--- config.mk ---
export PLATFORM = sky130hd
export DESIGN_NAME = tone_score_stream_decoder
export DESIGN_NICKNAME = d
export VERILOG_FILES = /design/src/sv/tssd_pkg.sv /design/src/sv/tone_score_stream_decoder.sv /design/src/sv/tssd_front.sv /design/src/sv/tssd_fifo.sv /design/src/sv/tssd_back.sv
export SDC_FILE = /design/constraint.sdc
export NUM_CORES = 1
export LEC_CHECK = 0
export ABC_AREA = 1
export BUFFER_PORTS_ARGS = -buffer_cell sky130_fd_sc_hd__buf_2
export CAP_MARGIN = 20
export CORE_MARGIN = 4
export CORE_UTILIZATION = 40
export CTS_BUF_LIST = sky130_fd_sc_hd__clkbuf_4 sky130_fd_sc_hd__clkbuf_8
export CTS_CLUSTER_DIAMETER = 200
export CTS_CLUSTER_SIZE = 16
export DETAILED_ROUTE_END_ITERATION = 10
export PLACE_DENSITY = 0.68
export SYNTH_ARGS = -nofsm -noshare
export SYNTH_HDL_FRONTEND = slang
export SYNTH_SLANG_ARGS = --single-unit
--- constraint.sdc ---
create_clock -name clk -period 9.7 [get_ports clk]
set_clock_uncertainty 0.2 [all_clocks]
set_input_delay 0.97 -clock clk [delete_from_list [all_inputs] [get_ports clk]]
set_output_delay 0.97 -clock clk [all_outputs]
set_load 0.01 [all_outputs]
--- src/sv/tssd_pkg.sv ---
// Shared types and constants for the tone-score stream decoder.
// Used by the parser front end, the operation queue, the executor and the top level.
package tssd_pkg;

  localparam int NUM_GENERATORS = 6;
  localparam int SHOWN_GENS     = 6;
  localparam int GEN_W          = (NUM_GENERATORS > 1) ? $clog2(NUM_GENERATORS) : 1;
  localparam int NOTE_W         = 8;
  localparam int DELAY_W        = 15;
  localparam int TIME_W         = 32;
  localparam int USED_W         = 3;
  localparam int COUNT_W        = 4;
  localparam int FIFO_DEPTH     = 4;
  localparam int FIFO_PTR_W     = 2;

  localparam logic [NOTE_W-1:0] NOTE_SILENT = 8'd128;
  localparam logic [USED_W-1:0] USED_MAX    = 3'd7;

  // High nibble of a command byte
  localparam logic [3:0] CMD_NOTE_OFF = 4'h8;
  localparam logic [3:0] CMD_NOTE_ON  = 4'h9;
  localparam logic [3:0] CMD_NOP      = 4'hF;

  // Result kinds
  localparam logic [1:0] EV_STATUS = 2'd0;
  localparam logic [1:0] EV_FINAL  = 2'd1;
  localparam logic [1:0] EV_ERROR  = 2'd2;

  // Error codes
  localparam logic [2:0] ERR_NONE      = 3'd0;
  localparam logic [2:0] ERR_BAD_GEN   = 3'd1;
  localparam logic [2:0] ERR_BAD_NOTE  = 3'd2;
  localparam logic [2:0] ERR_NOT_ON    = 3'd3;
  localparam logic [2:0] ERR_UNKNOWN   = 3'd4;
  localparam logic [2:0] ERR_TRUNCATED = 3'd5;

  typedef enum logic [1:0] {
    PH_CMD,
    PH_DELAY_LO,
    PH_NOTE
  } phase_t;

  typedef enum logic [2:0] {
    OP_DELAY,
    OP_NOTE_ON,
    OP_NOTE_OFF,
    OP_FINISH,
    OP_ERROR
  } op_kind_t;

  // One classified operation handed from the parser to the executor
  typedef struct packed {
    op_kind_t           kind;
    logic [GEN_W-1:0]   gen;
    logic [DELAY_W-1:0] value;  // delay, or note in the low bits
    logic [2:0]         err;
    logic               last;
  } op_t;

endpackage

--- src/sv/tone_score_stream_decoder.sv ---
// Top level of the tone-score stream decoder: parser, operation queue, executor.
// Depends on tssd_pkg, tssd_front, tssd_fifo and tssd_back.
//
// Usage:
//   Input channel (in_valid / in_stall): one score byte per transfer on data_byte,
//   end_of_stream high on the last byte. Bytes are taken every cycle while the
//   four-entry operation queue has room; in_stall is high only when it is full.
//   Output channel (out_valid / out_stall): one row per transfer. A status row
//   comes out for every complete delay, a final row at stream end, an error row
//   on a malformed stream. After a final or error row the block halts: bytes are
//   still taken and dropped until reset.
//   Row path: the byte that completes a row is written into the queue, then the
//   executor pops it and registers the row in its output register, waiting while
//   a held row is stalled.
//   Throughput: one byte per cycle unless in_stall; the executor retires one queued
//   operation per unstalled cycle, and the elapsed-time add is its longest path.
//   Receiver stall: the output register holds its row, the executor stops
//   popping, the queue fills, and then in_stall rises. No operation retires
//   while the output holds, whether or not it yields a row.
//   Reset (rst, synchronous, active high): all generators silent, time zero,
//   used mask cleared, queue emptied, parser back to expecting a command byte.
module tone_score_stream_decoder (
  input  logic                          clk,
  input  logic                          rst,
  input  logic                          in_valid,
  output logic                          in_stall,
  input  logic [7:0]                    data_byte,
  input  logic                          end_of_stream,
  output logic                          out_valid,
  input  logic                          out_stall,
  output logic [1:0]                    event_kind,
  output logic [2:0]                    error_code,
  output logic [tssd_pkg::DELAY_W-1:0]  delay_ms,
  output logic [tssd_pkg::TIME_W-1:0]   time_ms,
  output logic [tssd_pkg::NOTE_W-1:0]   note_gen0,
  output logic [tssd_pkg::NOTE_W-1:0]   note_gen1,
  output logic [tssd_pkg::NOTE_W-1:0]   note_gen2,
  output logic [tssd_pkg::NOTE_W-1:0]   note_gen3,
  output logic [tssd_pkg::NOTE_W-1:0]   note_gen4,
  output logic [tssd_pkg::NOTE_W-1:0]   note_gen5,
  output logic [tssd_pkg::USED_W-1:0]   generators_used
);
  import tssd_pkg::*;

  logic              take;
  logic              push;
  op_t               push_op;
  logic              q_full;
  logic              q_avail;
  op_t               q_head;
  logic              pop;
  logic [NOTE_W-1:0] row_notes [SHOWN_GENS];

  // Accept whenever the queue has room, even while the output is held
  assign in_stall = q_full;
  assign take     = in_valid && !q_full;

  // Classify each byte into an operation
  tssd_front u_front (
    .clk           (clk),
    .rst           (rst),
    .take          (take),
    .data_byte     (data_byte),
    .end_of_stream (end_of_stream),
    .push          (push),
    .op            (push_op)
  );

  // Decouple parser from executor
  tssd_fifo u_fifo (
    .clk       (clk),
    .rst       (rst),
    .push      (push),
    .push_op   (push_op),
    .pop       (pop),
    .full      (q_full),
    .not_empty (q_avail),
    .head      (q_head)
  );

  // Apply operations and register the result row
  tssd_back u_back (
    .clk             (clk),
    .rst             (rst),
    .op_avail        (q_avail),
    .op              (q_head),
    .pop             (pop),
    .out_valid       (out_valid),
    .out_stall       (out_stall),
    .event_kind      (event_kind),
    .error_code      (error_code),
    .delay_ms        (delay_ms),
    .time_ms         (time_ms),
    .row_notes       (row_notes),
    .generators_used (generators_used)
  );

  assign note_gen0 = row_notes[0];
  assign note_gen1 = row_notes[1];
  assign note_gen2 = row_notes[2];
  assign note_gen3 = row_notes[3];
  assign note_gen4 = row_notes[4];
  assign note_gen5 = row_notes[5];

endmodule

--- src/sv/tssd_front.sv ---
// Parser front end: assembles delays and note commands from the byte stream
// and classifies them into operations. Depends on tssd_pkg.
module tssd_front (
  input  logic          clk,
  input  logic          rst,
  input  logic          take,
  input  logic [7:0]    data_byte,
  input  logic          end_of_stream,
  output logic          push,
  output tssd_pkg::op_t op
);
  import tssd_pkg::*;

  phase_t             phase;
  phase_t             phase_next;
  logic [6:0]         pending_high;
  logic [GEN_W-1:0]   pending_gen;
  logic               halted;
  logic               op_valid;
  logic               bad_gen;
  logic [3:0]         cmd;

  assign cmd     = data_byte[7:4];
  assign bad_gen = data_byte[3:0] >= 4'(NUM_GENERATORS);

  // Next state
  always_comb begin
    phase_next = phase;
    case (phase)
      PH_CMD: begin
        if (!data_byte[7]) begin
          if (!end_of_stream) phase_next = PH_DELAY_LO;
        end else if (!bad_gen && cmd == CMD_NOTE_ON && !end_of_stream) begin
          phase_next = PH_NOTE;
        end
      end
      PH_DELAY_LO: phase_next = PH_CMD;
      PH_NOTE:     phase_next = PH_CMD;
      default:     phase_next = PH_CMD;
    endcase
  end

  // Operation produced by this byte
  always_comb begin
    op_valid = 1'b0;
    op.kind  = OP_ERROR;
    op.gen   = data_byte[GEN_W-1:0];
    op.value = {{(DELAY_W-8){1'b0}}, data_byte};
    op.err   = ERR_NONE;
    op.last  = end_of_stream;
    case (phase)
      PH_CMD: begin
        if (!data_byte[7]) begin
          if (end_of_stream) begin
            op_valid = 1'b1;
            op.err   = ERR_TRUNCATED;
          end
        end else if (bad_gen) begin
          op_valid = 1'b1;
          op.err   = ERR_BAD_GEN;
        end else begin
          case (cmd)
            CMD_NOTE_ON: begin
              if (end_of_stream) begin
                op_valid = 1'b1;
                op.err   = ERR_TRUNCATED;
              end
            end
            CMD_NOTE_OFF: begin
              op_valid = 1'b1;
              op.kind  = OP_NOTE_OFF;
            end
            CMD_NOP: begin
              op_valid = end_of_stream;
              op.kind  = OP_FINISH;
            end
            default: begin
              op_valid = 1'b1;
              op.err   = ERR_UNKNOWN;
            end
          endcase
        end
      end
      PH_DELAY_LO: begin
        op_valid = 1'b1;
        op.kind  = OP_DELAY;
        op.value = {pending_high, data_byte};
      end
      PH_NOTE: begin
        op_valid = 1'b1;
        op.gen   = pending_gen;
        if (data_byte[7]) begin
          op.err = ERR_BAD_NOTE;
        end else begin
          op.kind = OP_NOTE_ON;
        end
      end
      default: begin
        op_valid = 1'b0;
      end
    endcase
  end

  assign push = take && !halted && op_valid;

  always_ff @(posedge clk) begin
    if (rst) begin
      phase  <= PH_CMD;
      halted <= 1'b0;
    end else if (take && !halted) begin
      phase <= phase_next;
      // Every last byte and every parse error ends the stream
      if (end_of_stream || (op_valid && op.kind == OP_ERROR)) halted <= 1'b1;
    end
  end

  always_ff @(posedge clk) begin
    if (rst) begin
      pending_high <= '0;
      pending_gen  <= '0;
    end else if (take && !halted && phase == PH_CMD) begin
      if (!data_byte[7]) pending_high <= data_byte[6:0];
      else if (cmd == CMD_NOTE_ON) pending_gen <= data_byte[GEN_W-1:0];
    end
  end

  // Nothing leaves the front end once it has halted
  assert property (@(posedge clk) disable iff (rst) halted |-> !push)
    else $error("front end pushed after halt");
  // A delay operation only follows a delay high byte
  assert property (@(posedge clk) disable iff (rst)
    (push && op.kind == OP_DELAY) |-> phase == PH_DELAY_LO)
    else $error("delay issued outside delay phase");
  // A last byte always halts the parser
  assert property (@(posedge clk) disable iff (rst)
    (take && !halted && end_of_stream) |=> halted)
    else $error("parser did not halt at stream end");

endmodule

--- src/sv/tssd_fifo.sv ---
// Short operation queue between parser and executor.
// Depends on tssd_pkg for the operation type and depth.
module tssd_fifo (
  input  logic          clk,
  input  logic          rst,
  input  logic          push,
  input  tssd_pkg::op_t push_op,
  input  logic          pop,
  output logic          full,
  output logic          not_empty,
  output tssd_pkg::op_t head
);
  import tssd_pkg::*;

  op_t                 entries [FIFO_DEPTH];
  logic [FIFO_PTR_W-1:0] wr_ptr;
  logic [FIFO_PTR_W-1:0] rd_ptr;
  logic [FIFO_PTR_W:0]   count;

  assign full      = count == (FIFO_PTR_W + 1)'(FIFO_DEPTH);
  assign not_empty = count != '0;
  assign head      = entries[rd_ptr];

  always_ff @(posedge clk) begin
    if (push) entries[wr_ptr] <= push_op;
  end

  always_ff @(posedge clk) begin
    if (rst) begin
      wr_ptr <= '0;
      rd_ptr <= '0;
      count  <= '0;
    end else begin
      if (push) wr_ptr <= wr_ptr + 1'b1;
      if (pop)  rd_ptr <= rd_ptr + 1'b1;
      case ({push, pop})
        2'b10:   count <= count + 1'b1;
        2'b01:   count <= count - 1'b1;
        default: count <= count;
      endcase
    end
  end

  assert property (@(posedge clk) disable iff (rst) count <= (FIFO_PTR_W + 1)'(FIFO_DEPTH))
    else $error("queue count over depth");
  assert property (@(posedge clk) disable iff (rst) !(push && full))
    else $error("push into full queue");
  assert property (@(posedge clk) disable iff (rst) !(pop && !not_empty))
    else $error("pop from empty queue");

endmodule

--- src/sv/tssd_back.sv ---
// Executor: applies queued operations to generator notes, elapsed time and the
// used mask, and holds the result row in an output register. Depends on tssd_pkg.
module tssd_back (
  input  logic                          clk,
  input  logic                          rst,
  input  logic                          op_avail,
  input  tssd_pkg::op_t                 op,
  output logic                          pop,
  output logic                          out_valid,
  input  logic                          out_stall,
  output logic [1:0]                    event_kind,
  output logic [2:0]                    error_code,
  output logic [tssd_pkg::DELAY_W-1:0]  delay_ms,
  output logic [tssd_pkg::TIME_W-1:0]   time_ms,
  output logic [tssd_pkg::NOTE_W-1:0]   row_notes [tssd_pkg::SHOWN_GENS],
  output logic [tssd_pkg::USED_W-1:0]   generators_used
);
  import tssd_pkg::*;

  logic [NOTE_W-1:0]         notes      [NUM_GENERATORS];
  logic [NOTE_W-1:0]         notes_next [NUM_GENERATORS];
  logic [NUM_GENERATORS-1:0] used;
  logic [NUM_GENERATORS-1:0] used_next;
  logic [TIME_W-1:0]         elapsed;
  logic [TIME_W-1:0]         elapsed_next;
  logic                      halted;
  logic                      halted_next;
  logic                      emit;
  logic [1:0]                kind_c;
  logic [2:0]                err_c;
  logic [DELAY_W-1:0]        delay_c;
  logic                      show_used;
  logic [COUNT_W-1:0]        used_cnt;
  logic [USED_W-1:0]         used_sat;

  assign pop = op_avail && (!out_valid || !out_stall);

  always_comb begin
    notes_next   = notes;
    used_next    = used;
    elapsed_next = elapsed;
    halted_next  = halted;
    emit         = 1'b0;
    kind_c       = EV_STATUS;
    err_c        = ERR_NONE;
    delay_c      = '0;
    show_used    = 1'b0;
    if (pop && !halted) begin
      case (op.kind)
        OP_DELAY: begin
          emit         = 1'b1;
          delay_c      = op.value;
          elapsed_next = elapsed + {{(TIME_W-DELAY_W){1'b0}}, op.value};
          if (op.last) begin
            kind_c      = EV_FINAL;
            show_used   = 1'b1;
            halted_next = 1'b1;
          end
        end
        OP_NOTE_ON: begin
          notes_next[op.gen] = op.value[NOTE_W-1:0];
          used_next[op.gen]  = 1'b1;
          if (op.last) begin
            emit        = 1'b1;
            kind_c      = EV_FINAL;
            show_used   = 1'b1;
            halted_next = 1'b1;
          end
        end
        OP_NOTE_OFF: begin
          if (notes[op.gen] == NOTE_SILENT) begin
            emit        = 1'b1;
            kind_c      = EV_ERROR;
            err_c       = ERR_NOT_ON;
            halted_next = 1'b1;
          end else begin
            notes_next[op.gen] = NOTE_SILENT;
            if (op.last) begin
              emit        = 1'b1;
              kind_c      = EV_FINAL;
              show_used   = 1'b1;
              halted_next = 1'b1;
            end
          end
        end
        OP_FINISH: begin
          emit        = 1'b1;
          kind_c      = EV_FINAL;
          show_used   = 1'b1;
          halted_next = 1'b1;
        end
        OP_ERROR: begin
          emit        = 1'b1;
          kind_c      = EV_ERROR;
          err_c       = op.err;
          halted_next = 1'b1;
        end
        default: begin
          emit = 1'b0;
        end
      endcase
    end
  end

  // Count of generators ever on, saturated to the field width
  always_comb begin
    used_cnt = '0;
    for (int i = 0; i < NUM_GENERATORS; i++) begin
      used_cnt = used_cnt + COUNT_W'(used_next[i]);
    end
    used_sat = (used_cnt > COUNT_W'(USED_MAX)) ? USED_MAX : used_cnt[USED_W-1:0];
  end

  always_ff @(posedge clk) begin
    if (rst) begin
      for (int i = 0; i < NUM_GENERATORS; i++) notes[i] <= NOTE_SILENT;
      used    <= '0;
      elapsed <= '0;
      halted  <= 1'b0;
    end else begin
      notes   <= notes_next;
      used    <= used_next;
      elapsed <= elapsed_next;
      halted  <= halted_next;
    end
  end

  always_ff @(posedge clk) begin
    if (rst) begin
      out_valid <= 1'b0;
    end else if (emit) begin
      out_valid <= 1'b1;
    end else if (!out_stall) begin
      out_valid <= 1'b0;
    end
  end

  always_ff @(posedge clk) begin
    if (emit) begin
      event_kind      <= kind_c;
      error_code      <= err_c;
      delay_ms        <= delay_c;
      time_ms         <= elapsed;
      generators_used <= show_used ? used_sat : '0;
      for (int i = 0; i < SHOWN_GENS; i++) begin
        row_notes[i] <= (i < NUM_GENERATORS) ? notes_next[i] : NOTE_SILENT;
      end
    end
  end

  // Once halted, a delivered row is never followed by another
  assert property (@(posedge clk) disable iff (rst)
    (halted && out_valid && !out_stall) |=> !out_valid)
    else $error("row issued after halt");
  // Error rows carry no delay and no used count
  assert property (@(posedge clk) disable iff (rst)
    (out_valid && event_kind == EV_ERROR) |-> (delay_ms == '0 && generators_used == '0))
    else $error("error row carries delay or count");
  // Status rows carry no used count
  assert property (@(posedge clk) disable iff (rst)
    (out_valid && event_kind == EV_STATUS) |-> generators_used == '0)
    else $error("status row carries used count");
  // Final and error rows halt the executor
  assert property (@(posedge clk) disable iff (rst)
    (emit && kind_c != EV_STATUS) |=> halted)
    else $error("executor did not halt after terminal row");

endmodule

## Yosys cells after proc, flatten, opt, wreduce, memory -nomap -nowiden

Memories as Yosys holds them, arrays and structs flattened. A register that Yosys moved wholly into a read port is not among the register bits.
Index checks and enable logic that the tools add are counted.

| cells by class | value |
|---|---|
| $add $sub $neg | 10 |
| order comparisons | 6 |
| equal/unequal tests | 17 |
| mux-type cells | 58 |
| bitwise operators | 6 |
| reduce and logical (&&, ||, !) cells | 36 |

Operators with widths:

| operator | number |
|---|---|
| $mux W48 | 2 |
| $pmux W48 S2 | 1 |
| $bwmux W48 | 1 |
| $and A42 B42 Y42 | 1 |
| $not A42 Y42 | 1 |
| $add A32 B15 Y32 | 1 |
| $pmux W3 S2 | 5 |
| $bmux W8 S3 | 1 |
| $demux W8 S3 | 1 |
| $mux W3 | 8 |
| $mux W8 | 3 |
| $mux W2 | 9 |
| $add A4 B1 Y4 | 4 |
| $mux W1 | 16 |
| $mux W15 | 1 |
| $eq A4 B4 Y1 const B | 3 |
| $mux W6 | 2 |
| $or A6 B6 Y6 | 2 |
| $logic_and A1 B1 Y1 | 11 |
| $eq A3 B3 Y1 const B | 3 |
| $pmux W1 S3 | 3 |
| $pmux W3 S3 | 1 |
| $eq A8 B8 Y1 const B | 1 |
| $pmux W2 S4 | 1 |
| 31 further kinds | 51 |

| storage, ports and cells | value |
|---|---|
| register bits after elaboration | 211 |
| RAM bits | 100 |
| input port bits | 13 |
| output and inout bits | 105 |
| logic and storage cells | 162 |
| memories kept | 1 |

Memories:

| memory | words | width | rd ports | clocked after Yosys merged registers in | write ports | line | source |
|---|---|---|---|---|---|---|---|
| u_fifo.entries | 4 | 25 | 1 | 1 | 1 | tssd_fifo.sv:15 | `op_t entries [FIFO_DEPTH];` |

## Depth between registers and ports, before layout

Gate-level depths: netlist of the first run.

| depth | value |
|---|---|
| word-level depth | 14 |
| depth in mapped cells | 21 |
| depth with buffers taken out | 19 |

## Hierarchy

A second synthesis of the first run with hierarchy kept.

| second synthesis, totals | value |
|---|---|
| cells, all modules | 1566 |
| area total of the unflattened synthesis | 14536.4 um^2 |

By module, submodules not included:

| module | times used | cells each | area an instance (um^2) | seq. area each (um^2) |
|---|---|---|---|---|
| tssd_back | 1 | 1121 | 9316.4 | 4854.7 |
| tssd_fifo | 1 | 300 | 4257.8 | 3183.1 |
| tssd_front | 1 | 143 | 952.2 | 260.2 |
| tone_score_stream_decoder | 1 | 2 | 10.0 | 0.0 |

## Worst setup path after synthesis of the first run

Ideal clock, no wire load.

| timing | value |
|---|---|
| path kind | input to register |
| start point | input out_stall |
| end point | register u_back.delay_ms[0] (netlist name) (enable) |
| setup time | 0.456 ns |
| data arrival time | 3.847 ns |
| data required time | 9.044 ns |
| setup slack | 5.196 ns |
| stages | 6 |
| path buffers | 1 |
| cells stage by stage | nand2_1 o31ai_1 nor2_1 clkbuf_1 o21ai_1 inv_1 |

| between the ends | value |
|---|---|
| word-level cells in the longest chain between the ends | 5 |

RTL lines:

| element | line | source |
|---|---|---|
| from (decl) | tone_score_stream_decoder.sv:30 | `input logic out_stall,` |
| $logic_not A1 Y1 | tssd_back.sv:36 | `assign pop = op_avail && (!out_valid \|\| !out_stall);` |
| $logic_or A1 B1 Y1 | tssd_back.sv:36 |  |
| $logic_and A1 B1 Y1 | tssd_back.sv:36 |  |
| $logic_and A1 B1 Y1 | tssd_back.sv:48 | `if (pop && !halted) begin` |
| $mux W1 | tssd_back.sv:48 |  |
| via u_back.emit | tssd_back.sv:28 | `logic emit;` |
| to (signal assigned) | tssd_back.sv:142 | `delay_ms <= delay_c;` |
| to (decl) | tssd_back.sv:13 | `output logic [tssd_pkg::DELAY_W-1:0] delay_ms,` |

The timed path passes the listed nets, and every way through them passes these cells.
A chain may end at the register's enable or synchronous reset.

==> impl_metrics.ini, run 1 <==
[sta]
fmaxAchievable_ghz = 0.2204
worstMarginPinSlew_ns = 1.045
drv_slew = 0
fin_ws_ns = 5.163
slew_headroom = 0.3014
fin_tns_setup_ns = 0
post-route-period-util = 0.4677
setup_violations = 0
rsz0062_at_grt = false
min_period_ns = 4.537
finalHoldViolations = 0

[logic_synthesis]
synth_top_cell_by_area = edfxtp_1
syn_area_um2 = 14190
syn-instance-count = 1503
synth_fp_nets = 1546
synthArstFlopShare = 0
ys_seq_area_frac = 0.5846
yosys_warnings = 0
synth_top_cell_area_share = 0.4294
avgSynthCellArea_um2 = 9.444
ys.flop_type = edfxtp_1
synth_area_leaders = edfxtp_1 43%, dfxtp_1 16%, nand2_1 9.9%
synth-edff-count = 203
synth_cell_types = 50
synth_common_cells = 375 x nand2_1, 203 x edfxtp_1, 143 x inv_1, 128 x a21oi_1, 123 x nor2_1
synth_most_common_cell = nand2_1
ys_seq_elements = 313

[drt]
drt-pass1-iter-count = 5
drtAntennaViolNets = 0
initialDrtViolationCount = 1021
viasPerCell = 5.264
wire_per_inst_um = 16.80
vias = 10933
route.detailed.drc = 0
routed_wirelength_um = 34900

[clock_tree]
cts_sinks = 313
insertion_delay_ns = 0.59
clk_path_buf_depth = 3
cts_max_level = 1
numCtsBuffers = 23
cts_hold_buf = 0
cts_root_buf = clkbuf_8
post_cts_resized = 0
postCtsSetupBuffers = 0
cts_tree = yes
clkTransAtPathRegs_ns = 0.10

[finish]
area_delta_synth_final_pct = 10.74
drive_above_1_share = 0.1393
diodes = 0
nets = 1649
final_util = 0.4517

[power]
p_sw_mw = 2.135
cellLeakagePower_nw = 6.348
powerDensity_nw_per_um2 = 315.7
power.share.sequential = 0.404
ir_drop_mv = 0.6063
power.internal_mw = 2.827
p_total_mw = 4.963
p_sw_frac = 0.4303
p_clk_frac = 0.143
p_comb_frac = 0.454

[floorplanning]
dieHeight_um = 196.4
fp.dieW_um = 196.4
core-area_um2 = 34800
start_util = 0.4079
die_area_um2 = 38570
rows = 68
boundaryPins = 118

[critical_path]
cp.arrival_ns = 4.78
crit_path_max_incr_delay_ns = 0.47
cp-start-kind = register
crit_type = reg2reg
crit_path_frequent_cell = nand2_1
cpMaxStageDelayCell = inv_4
cp.required_ns = 9.95
crit_fanout = 52
cp.buffers_inverters = 6
crit_path_end_kind = register
critPathTopFamily = adder cells
path_cells = buf_4 -> inv_4 -> nand2_1 -> a32oi_2 -> nor2_2 -> nand2_1 -> buf_4 -> nor2_4 -> nand2_1 -> nand2_1 -> ha_1 -> inv_1 -> fa_1 -> inv_1 -> fa_1 -> inv_1 -> fa_1 -> nor2_1

[run_status]
outcome = finished clean

[placed_design]
routabilityCongestion = 0.9413
dpl.hpwl_um = 23770
pre_cts_ws_ns = 5.090
port-buffer-count = 117

[run]
cap_violations = 0

[global_routing]
grt_pass1_vias = 10188
met3_usage = 0.02308
grt_busiest_layer = met2
overflow = 0
use_met1 = 0.2481
grt_util_all_layers = 0.1759
grt_antenna_before_repair = 0
grt_pass1_wl_um = 54920
use_met2 = 0.2875
grt_max_degree = 87

[hold_path]
min_path_type = reg2reg
power by group through the flow:
stage | logic, mW | clock network (mW) | registers [mW]
finish | 2.25 | 0.708 | 2.00
global placement | 2.17 | 0 | 2.04
detailed placement | 2.23 | 0 | 2.05
global route | 2.50 | 0.772 | 2.04
floorplan | 1.37 | 0 | 2.16
CTS | 2.23 | 0.728 | 2.02
worst reg2reg max path: stages (launching register included):
cell     delay [ns]
dfxtp_1        0.31
buf_4          0.28
inv_4          0.47
nand2_1        0.14
a32oi_2        0.39
nor2_2         0.07
nand2_1        0.08
buf_4          0.40
nor2_4         0.13
nand2_1        0.11
nand2_1        0.06
ha_1           0.27
inv_1          0.04
fa_1           0.47
inv_1          0.05
fa_1           0.35
inv_1          0.08
fa_1           0.40
nor2_1         0.11
metal layers:
metal / up-vias / wire length [um]
met5: - / 0
met4: 0 / 1059
met2: 354 / 15770
met3: 59 / 2208
li1: 5343 / -
met1: 5177 / 15860
cells by family (layout without fill, tap and decap cells):
kind of cell / after synthesis / in the layout / synth area share
xor+xnor: 15 / 15 / 0.009255
buf+inv: 214 / 333 / 0.06152
fa+ha+maj: 30 / 30 / 0.02909
flops: 313 / 313 / 0.5846
compound gates: 331 / 331 / 0.1364
simple gates: 600 / 600 / 0.1791
path summary, 6_finish.rpt:
check,to,slack [ns],start,depth (start not counted)
setup / recovery,u_back.generators_used[1],5.16,register,18
hold / removal,u_back.time_ms[30],0.24,u_back.elapsed[30],0
setup reg to reg,u_back.generators_used[1],5.16,register,18
hold reg to reg,u_back.time_ms[30],0.24,u_back.elapsed[30],0
cell type report:
type / count / area (um2)
well taps: 455 / 569.3
repair buffers: 139 / 770.7
clock inverters: 1 / 8.758
flip-flops and latches: 313 / 8298
clock buffers: 40 / 444.2
inverters: 153 / 581.8
multi-input cells: 976 / 5046
fillers: 3281 / 19080
registers in the layout (all words and copies together) (netlist names), 3 cells and up, named ones only:
| name | count |
|---|---|
| u_front.pending_high | 7 |
| u_back.notes | 48 |
| u_fifo.count | 3 |
| u_back.error_code | 3 |
| u_back.time_ms | 32 |
| u_fifo.entries | 100 |
| u_back.row_notes | 48 |
| u_back.used | 6 |
| u_back.delay_ms | 15 |
| u_back.generators_used | 3 |
| u_front.pending_gen | 3 |
| u_back.elapsed | 32 |
layout by cell type (no fill, tap or decap), types with 6 or more instances in the layout:
cell type,n
xnor2_1,9
inv_1,142
xor2_1,6
a21oi_1,128
nor2_4,7
o32ai_1,37
nor3_1,11
edfxtp_1,203
ha_1,25
o21ai_1,10
o2111ai_1,6
nand3_1,41
nand4_1,15
buf_4,21
clkbuf_8,23
clkbuf_4,17
buf_2,117
nor2_2,7
o21ai_0,113
nor2_1,118
dfxtp_1,110
o22ai_1,8
inv_2,7
a32oi_1,8
nand2_1,375
through the flow:
| stage | instance area [um2] | hold WS (ns) | cells |
|---|---|---|---|
| finish | 15720 | 0.2409 | 2077 |
| global route | 15720 | 0.2678 | 2077 |
| CTS | 15690 | 0.2479 | 2076 |
| detailed placement | 15240 | 0.2211 | 2035 |
| global placement | 15240 | 0.2167 | 2035 |
| floorplan | 14190 | 0.2082 | 1503 |
No activity file was read; power rests on OpenSTA's default activity.
==> run 2: changes to the inputs <==
--- a/config.mk
+++ b/config.mk
@@ -14,7 +14,7 @@
 export CTS_CLUSTER_DIAMETER = 200
 export CTS_CLUSTER_SIZE = 16
 export DETAILED_ROUTE_END_ITERATION = 10
-export PLACE_DENSITY = 0.68
+export PLACE_DENSITY = 0.7
 export SYNTH_ARGS = -nofsm -noshare
 export SYNTH_HDL_FRONTEND = slang
 export SYNTH_SLANG_ARGS = --single-unit
==> constraint.sdc (replaced) <==
create_clock -name clk -period 3.7 [get_ports clk]
set_clock_uncertainty 0.2 [all_clocks]
set_input_delay 0.37 -clock clk [delete_from_list [all_inputs] [get_ports clk]]
set_output_delay 0.37 -clock clk [all_outputs]
set_load 0.01 [all_outputs]
==> impl_metrics.ini, run 2 (same netlist as run 1, synthesis figures left out) <==
[global_routing]
grt_pass1_wl_um = 54580
grt_pass1_vias = 10207
overflow = 0
grt_antenna_before_repair = 0
grt_util_all_layers = 0.1734
grt_max_degree = 68

[critical_path]
cp.required_ns = 3.96
crit_type = reg2reg
cp-start-kind = register
cp.arrival_ns = 3.67
crit_path_end_kind = register
crit_fanout = 24

[sta]
drv_slew = 0
post-route-period-util = 0.9225
fmaxAchievable_ghz = 0.2930
slew_headroom = 0.4389
finalHoldViolations = 0
min_period_ns = 3.413
setup_violations = 0
rsz0062_at_grt = false
worstMarginPinSlew_ns = 0.8416

[run_status]
outcome = finished clean

[finish]
diodes = 0
area_delta_synth_final_pct = 13.25
largestRegisters = u_fifo.entries (100), u_back.notes (48), u_back.row_notes (48)
final_common_cell = nand2_1
largest_register_ffs = 100
mostFrequentLayoutCells = 374 x nand2_1, 203 x edfxtp_1, 142 x inv_1
layout.cells.non_filler = 2111
top_register = u_fifo.entries
final_area_um2 = 16080
drive_above_1_share = 0.1546
nets = 1682
fill_cells = 3198

[clock_tree]
cts_sinks = 313
numCtsBuffers = 23
cts_tree = yes
cts_root_buf = clkbuf_8
cts_max_level = 1
clk_path_buf_depth = 3
insertion_delay_ns = 0.59
clkTransAtPathRegs_ns = 0.11

[drt]
route.detailed.drc = 0
routed_wirelength_um = 33970
wire_per_inst_um = 16.09
viasPerCell = 5.169
drtAntennaViolNets = 0
initialDrtViolationCount = 1030
vias = 10912
drt-pass1-iter-count = 6

[run]
cap_violations = 0

[placed_design]
place_inst = 2059
routabilityCongestion = 0.9020
dpl.hpwl_um = 23970
port-buffer-count = 117
placed_area_um2 = 15480

[floorplanning]
core-area_um2 = 34800
fp.dieW_um = 196.4
dieHeight_um = 196.4
die_area_um2 = 38570
start_util = 0.4079
rows = 68
boundaryPins = 118

[power]
powerDensity_nw_per_um2 = 822.3
ir_drop_mv = 0.4470
cellLeakagePower_nw = 6.521

[hold_path]
min_path_type = in2reg
-- run 2: worst paths after layout --
| path | start | to | slack [ns] | depth (start not counted) |
|---|---|---|---|---|
| setup reg to reg | register | u_back.generators_used[1] | 0.29 | 16 |
| hold reg to reg | u_back.elapsed[30] | u_back.time_ms[30] | 0.24 | 0 |
| setup / recovery | register | u_back.generators_used[1] | 0.29 | 16 |
| hold / removal | out_stall | u_back.out_valid | 0.02 | 3 |
-- run 2: power by group --
| part | switching (mW) | total [mW] | internal (mW) | leakage, nW |
|---|---|---|---|---|
| combinational | 4.15 | 6.12 | 1.97 | 3.51 |
| sequential | 0.343 | 5.25 | 4.91 | 2.75 |
| clock | 1.08 | 1.85 | 0.766 | 0.254 |
-- run 2: per-stage QoR --
stage	worst slack, ns	util	TNS (ns)	hold slack [ns]	total power, mW
final	0.2866	0.4620	0	0.02427	13.22
after global routing	0.02608	0.4620	0	0.04043	14.18
after CTS	0.1862	0.4609	0	0.03624	13.28
after detailed placement	0.1447	0.4450	0	0.2155	11.41
after global placement	0.1989	0.4450	0	0.2182	11.29
after floorplan	-0.08278	-	-8.526	0.2082	9.274
-- run 2: what timing repair did --
item                       4_1_cts  5_1_grt
hold endpoints to repair        47        0
hold buffers                     9        0
setup buffers                    0        0
gates resized for setup          0        3
setup endpoints to repair        0       12
-- run 2: layer usage --
| metal | vias to the layer above | track usage | share of wire |
|---|---|---|---|
| li1 | 5402 | - | - |
| met1 | 5079 | 0.2470 | 0.45 |
| met2 | 374 | 0.2820 | 0.46 |
| met3 | 57 | 0.02085 | 0.062 |
| met4 | 0 | 0.04913 | 0.027 |
| met5 | - | 0 | 0 |
-- run 2: final cells by class --
type                       instances  area, um2  share of cell area
sequential                       313       8299              0.5163
tap                              455      569.3             0.03541
clock inverter                     2      20.02            0.001245
clock buffer                      40      444.2             0.02763
timing repair buffer             172       1091             0.06787
multi-input combinational        976       5066              0.3151
inverter                         153      585.6             0.03643
-- run 2: critical path: stages (launching register included) --
cell and delay [ns]:
dfxtp_2 0.39, inv_4 0.21, nand2_1 0.11, nand3_2 0.14
nand2_4 0.10, inv_2 0.16, nor2_8 0.09, nand2_1 0.09
nand2_1 0.06, ha_1 0.27, inv_1 0.04, fa_1 0.47
inv_1 0.05, fa_1 0.35, inv_1 0.08, fa_1 0.40
nor2_1 0.10
